<file path="config.mk">
export PLATFORM = sky130hd
export DESIGN_NAME = lrut_ctrl
export DESIGN_NICKNAME = d
export VERILOG_FILES = /design/src/hw/rtl/lrut_pkg.sv /design/src/hw/rtl/lrut_ctrl.sv
export SDC_FILE = /design/constraint.sdc
export NUM_CORES = 1
export LEC_CHECK = 0
export BUFFER_PORTS_ARGS = -buffer_cell sky130_fd_sc_hd__buf_2
export CAP_MARGIN = 40
export CORE_AREA = 2 2 39 41
export CTS_BUF_LIST = sky130_fd_sc_hd__clkbuf_4 sky130_fd_sc_hd__clkbuf_8
export DETAILED_ROUTE_END_ITERATION = 6
export DIE_AREA = 0 0 41 43
export GPL_TIMING_DRIVEN = 0
export PLACE_DENSITY = 0.42
export SYNTH_ARGS = -nofsm -noshare
export SYNTH_HDL_FRONTEND = slang
export SYNTH_SLANG_ARGS = --single-unit
</file>
<file path="constraint.sdc">
create_clock -name clk -period 1.85 [get_ports clk]
set_clock_uncertainty 0.1 [all_clocks]
set_input_delay 0.37 -clock clk [delete_from_list [all_inputs] [get_ports clk]]
set_output_delay 0.37 -clock clk [all_outputs]
set_load 0.01 [all_outputs]
</file>
<file path="src/hw/rtl/lrut_pkg.sv">
`timescale 1ns / 1ps
// ----------------------------------------------------------------------------
// LRU tag store package
// Command and status bundles between controller and datapath, plus the
// elaboration-time helper used by the datapath.
// ----------------------------------------------------------------------------
package lrut_pkg;

  // Width of the entry index field on the result port
  localparam int IDX_OUT_W = 10;

  // Commands from the controller to the datapath
  typedef struct packed {
    logic accept;       // capture request and issue the set row read
    logic look;         // compare tags, load the time candidates
    logic reduce_step;  // one halving step of the oldest-entry search
    logic commit;       // write rows back and load the result register
    logic clr_step;     // clear one row of the state memory
  } cmd_t;

  // Status from the datapath to the controller
  typedef struct packed {
    logic look_hit;     // a valid entry with matching tag is in the row
    logic reduce_last;  // this halving step is the final one
    logic clear_last;   // the clearing pass is on its final row
  } status_t;

  // Count trailing zero bits (at most 31) of a positive count
  function automatic int trailing_zeros(input int value);
    int   n;
    int   v;
    logic stop;
    n    = 0;
    v    = value;
    stop = 1'b0;
    for (int i = 0; i < 31; i++) begin
      if (!stop) begin
        if (v[0]) begin
          stop = 1'b1;
        end else begin
          v = v >> 1;
          n = n + 1;
        end
      end
    end
    return n;
  endfunction

endpackage

</file>
<file path="src/hw/rtl/lrut_ctrl.sv">
`timescale 1ns / 1ps
// ----------------------------------------------------------------------------
// LRU tag store controller
// Sequences clearing, lookup, oldest-entry search and write-back, and owns
// the request handshake and the result valid flag.
// ----------------------------------------------------------------------------
module lrut_ctrl (
  input  logic              clk,
  input  logic              rst,
  input  logic              in_valid,
  output logic              in_stall,
  output logic              out_valid,
  input  logic              out_stall,
  input  lrut_pkg::status_t status,
  output lrut_pkg::cmd_t    cmd
);

  import lrut_pkg::*;

  typedef enum logic [2:0] {
    ST_CLEAR,
    ST_IDLE,
    ST_LOOK,
    ST_REDUCE,
    ST_WRITE
  } state_t;

  state_t state;
  state_t state_next;
  logic   out_free;

  // Result register can take a new value this cycle
  assign out_free = !out_valid || !out_stall;

  // Take requests only when idle
  assign in_stall = (state != ST_IDLE);

  // Commands and next state
  always_comb begin
    cmd             = '0;
    state_next      = state;
    cmd.accept      = (state == ST_IDLE) && in_valid;
    cmd.look        = (state == ST_LOOK);
    cmd.reduce_step = (state == ST_REDUCE);
    cmd.commit      = (state == ST_WRITE) && out_free;
    cmd.clr_step    = (state == ST_CLEAR);
    unique case (state)
      ST_CLEAR: begin
        if (status.clear_last) begin
          state_next = ST_IDLE;
        end
      end
      ST_IDLE: begin
        if (in_valid) begin
          state_next = ST_LOOK;
        end
      end
      ST_LOOK: begin
        state_next = status.look_hit ? ST_WRITE : ST_REDUCE;
      end
      ST_REDUCE: begin
        if (status.reduce_last) begin
          state_next = ST_WRITE;
        end
      end
      ST_WRITE: begin
        if (out_free) begin
          state_next = ST_IDLE;
        end
      end
      default: begin
        state_next = ST_CLEAR;
      end
    endcase
  end

  // Hold state and the result valid flag
  always_ff @(posedge clk) begin
    if (rst) begin
      state     <= ST_CLEAR;
      out_valid <= 1'b0;
    end else begin
      state <= state_next;
      if (cmd.commit) begin
        out_valid <= 1'b1;
      end else if (!out_stall) begin
        out_valid <= 1'b0;
      end
    end
  end

`ifndef SYNTHESIS
  a_accept_to_look : assert property (@(posedge clk) disable iff (rst)
    cmd.accept |=> state == ST_LOOK)
    else $error("accepted request did not move to lookup");

  a_reduce_to_write : assert property (@(posedge clk) disable iff (rst)
    (state == ST_REDUCE) && status.reduce_last |=> state == ST_WRITE)
    else $error("search end did not lead to write-back");

  a_commit_result : assert property (@(posedge clk) disable iff (rst)
    cmd.commit |=> out_valid && (state == ST_IDLE))
    else $error("write-back did not present a result");

  a_no_accept_clear : assert property (@(posedge clk) disable iff (rst)
    (state == ST_CLEAR) && !status.clear_last |=> !cmd.accept)
    else $error("request accepted during clearing pass");
`endif

endmodule

</file>
---- After elaboration in Yosys (flattened, before gate mapping) ----
Cells that the tools add are included.
word-level totals
  bits of input ports ..................... 7
  register bits ........................... 4
  output and inout bits ................... 7
  word-level logic and storage cells ...... 27
operators by class
  equal/unequal tests ..................... 10
  multiplexer cells ....................... 8
  reductions and logical operators ........ 7
operators with widths
  kind                count
  $mux 3              5
  $pmux 3 s5          1
  $ne 2x2->1 const B  4
  $eq 3x2->1 const B  2
  $reduce_and 4->1    1
  $eq 3x1->1 const B  1
  $eq 3x3->1 const B  1
  $logic_not 3->1     1
  $ne 3x1->1 const B  1
  $logic_and 1x1->1   2
  $logic_not 1->1     2
  $mux 1              2
  $ne 2x1->1 const B  1
  $logic_or 1x1->1    1

---- Logic depth before layout (Yosys ltp) ----
  word-level depth ........................ 4
  mapped depth ............................ 4

---- Worst setup path after synthesis ----
OpenSTA, ideal clock, no wires.
  path type ............................... flip-flop to output port
  from .................................... reg state[1]
  to ...................................... out cmd[4] (netlist bit)
  stages on the path, launching flop included .. 4
  path slack .............................. 0.294 ns
  arrival time ............................ 1.086 ns
  cell sequence ........................... dfxtp_1 clkbuf_1 or3b_1 nor2_1
RTL lines
  what                    line             source
  from (decl)             lrut_ctrl.sv:28  state_t state;
  from (signal assigned)  lrut_ctrl.sv:83  state <= state_next;
  to (decl)               lrut_ctrl.sv:15  output lrut_pkg::cmd_t cmd

==> flow_summary_export.csv <==
group,metric,value,unit
worst_setup_path,cp_max_fo,10,
place,dpl.hpwl,485,um
worst_setup_path,worstPathArrival,1.31,ns
clock_tree,cts_root_buf,"clkbuf_4",
cells_and_area,antenna_cells,0,
sta,drv_slew,0,
worst_setup_path,crit_slowest_cell,"or3b_4",
yosys,synthCells,33,
sta,whs,0.262,ns
status,status,"complete, no violations",
drt,drt-pass1-iter-count,4,
global_routing,grt_pass1_wl,917,um
die,rows,14,
clock_tree,cts-hold-fix-buffers,0,
clock_tree,cts_tree,"done",
clock_tree,h-tree-depth,1,
sta,hold_viol_final,0,
global_routing,grt_max_degree,11,
drt,ant_nets,0,
yosys,yosys_register_bits,4,
clock_tree,cts_inserted_buffers,3,
drt,wl_per_cell,10.0,um
sta,fin_crit,1.78,ns
sta,grt_setup_unrepaired,"false",
worst_setup_path,reg2reg_depth,4,
cells_and_area,drive_above_1_share,0.449,
yosys,syn_area,262,um^2
worst_hold_path,hold_depth,2,
worst_setup_path,start_kind,"flop",
clock_tree,clock_sinks,4,
die,die-width,41,um
clock_tree,clkLatencyLatePin,0.23,ns
global_routing,grt_pass1_vias,248,
die,core,0.00138,mm^2
worst_hold_path,hp-start,"rst",
die,die-area,0.00176,mm^2
global_routing,track_usage,0.0792,
global_routing,grt-ovfl-total,0,
yosys,syn_nets,40,
drt,drt-initial-drc-count,8,
worst_setup_path,path_class,"flop to output pin",
yosys,syn_avg_cell_area,7.92,um^2
drt,drc,0,
worst_setup_path,r2r-start,"state[1]",
sta,period_share,0.960,
clock_tree,cts_buffer_depth,2,
yosys,seq_area_frac_synth,0.306,
sta,max_freq,563,MHz
die,start_util,0.189,
die,die_y,43,um
global_routing,antenna_found_initial,0,
pwr,max-vdd-ir-drop,0.164,mV
sta,relSlewSlack,0.878,
worst_setup_path,crit_required,1.38,ns
worst_hold_path,hold_end,"out_valid",
sta,tightest_slew,0.183,ns
worst_setup_path,r2r_slack,0.56,ns
yosys,synth_cell_type_count,20,
drt,routed_wl,650,um
place,port_buffers,13,
run,maxCapViolations,0,
worst_setup_path,crit_path_end_kind,"output pin",
sta,setup_viol,0,
pwr,p_per_area,739,mW/mm^2
cells_and_area,syn_to_final_growth,43.5,%
place,place.gp.congestion,0.648,
pwr,p_leak,0.189,nW
cells_and_area,fillers,164,
worst_setup_path,crit_chain,"buf_6 > or3b_4 > a21oi_2 > buf_2",
clock_tree,clkSlewWorstSetupHoldPaths,0.04,ns
worst_setup_path,reg2reg_to,"state[1]",
worst_setup_path,crit_path_max_incr_delay,0.41,ns
sta,setup_tns,0,ns
die,num_io_pins,14,
worst_hold_path,hold_class,"input pin to flop",
yosys,synth_warnings,0,
drt,vias,293,
drt,routed_via_density,4.51,
cells_and_area,final_nets,58,
layout make-up:
type	instances	area [um^2]	share of cell area
sequential	4	80.1	0.213
clock buffer	3	22.5	0.0600
timing repair buffer	13	65.1	0.173
inverter	1	3.75	0.0100
multi-input combinational	25	163	0.433
buffer	3	21.3	0.0567
tap	16	20.0	0.0533
Yosys cell counts:
cell | instances | share of area
nand2_1 | 2 | 0.029
nor3_1 | 3 | 0.057
nand2b_1 | 1 | 0.024
a31oi_1 | 2 | 0.048
dfxtp_1 | 4 | 0.31
a21oi_1 | 2 | 0.038
or3b_1 | 1 | 0.033
nor2_1 | 4 | 0.057
and3b_1 | 1 | 0.033
clkbuf_1 | 2 | 0.029
o22a_1 | 1 | 0.033
or3b_4 | 1 | 0.043
nor3b_1 | 2 | 0.057
or3_1 | 1 | 0.024
o211a_1 | 1 | 0.038
o21ai_0 | 1 | 0.019
mux2i_1 | 1 | 0.038
buf_6 | 1 | 0.043
a31o_2 | 1 | 0.033
inv_1 | 1 | 0.014
cells by family after synthesis:
group / Yosys count / share of synthesized area
buf+inv: 4 / 0.0861
simple gates: 16 / 0.359
compound gates: 8 / 0.211
mux: 1 / 0.0383
flops: 4 / 0.306
worst max-delay path: cells and delay by family (launching register included):
| family | cells | cell delay [ns] |
|---|---|---|
| flops | 1 | 0.30 |
| buf+inv | 2 | 0.27 |
| simple gates | 1 | 0.41 |
| compound gates | 1 | 0.11 |
report_power, final:
part           switching (mW)  internal (mW)  leakage (nW)
Combinational          0.0387         0.0376         0.143
Clock                  0.0341         0.0725        0.0138
Sequential            0.00236         0.0922        0.0326
routing by layer:
metal | vias up | global-route usage | share of wire
met1 | 128 | 0.0833 | 0.45
met5 | - | 0 | 0
li1 | 153 | - | -
met2 | 12 | 0.119 | 0.47
met4 | 0 | 0.0800 | 0
met3 | 0 | 0.0157 | 0.077
what timing repair did:
item	4_1_cts	5_1_grt
endpoints found under the setup margin	0	2
setup buffers	0	0
gates resized for setup	0	6
hold endpoints to repair	0	0
stage by stage:
step	total power, mW	instances	worst slack, ns	util	cell area (um^2)
after floorplan	0.145	33	0.294	-	262
after global placement	0.173	62	0.279	0.250	347
after global routing	0.299	65	0.00703	0.271	375
after detailed placement	0.172	62	0.273	0.250	347
after CTS	0.283	65	0.0196	0.267	369
final	0.277	65	0.0738	0.271	375
worst max-delay path by stage:
| stage | start | endpoint | slack, ns | cells past startpoint |
|---|---|---|---|---|
| 5_1_grt | state[2] | cmd[4] | 0.007 | 4 |
| 2_1_floorplan | state[1] | cmd[4] | 0.29 | 3 |
| 4_1_cts | state[1] | cmd[4] | 0.02 | 4 |
| 3_5_place_dp | state[1] | cmd[4] | 0.27 | 4 |
| 3_3_place_gp | state[0] | cmd[1] | 0.28 | 4 |
| 6_report | state[0] | cmd[1] | 0.07 | 4 |
sequential cells by signal, indices dropped and copies added, names as in the netlist:
| register | cells |
|---|---|
| out_valid | 1 |
| state | 3 |
layout by cell type, fill, tap and decap left out, types with 2 or more instances in the layout:
cell type,netlist,routed
a31oi_1,2,2
nor3_1,3,3
nor2_1,4,4
dfxtp_1,4,4
nand2_1,2,2
clkbuf_4,0,3
nor3b_1,2,2
buf_2,0,14
(Power assumes the default switching activity.)
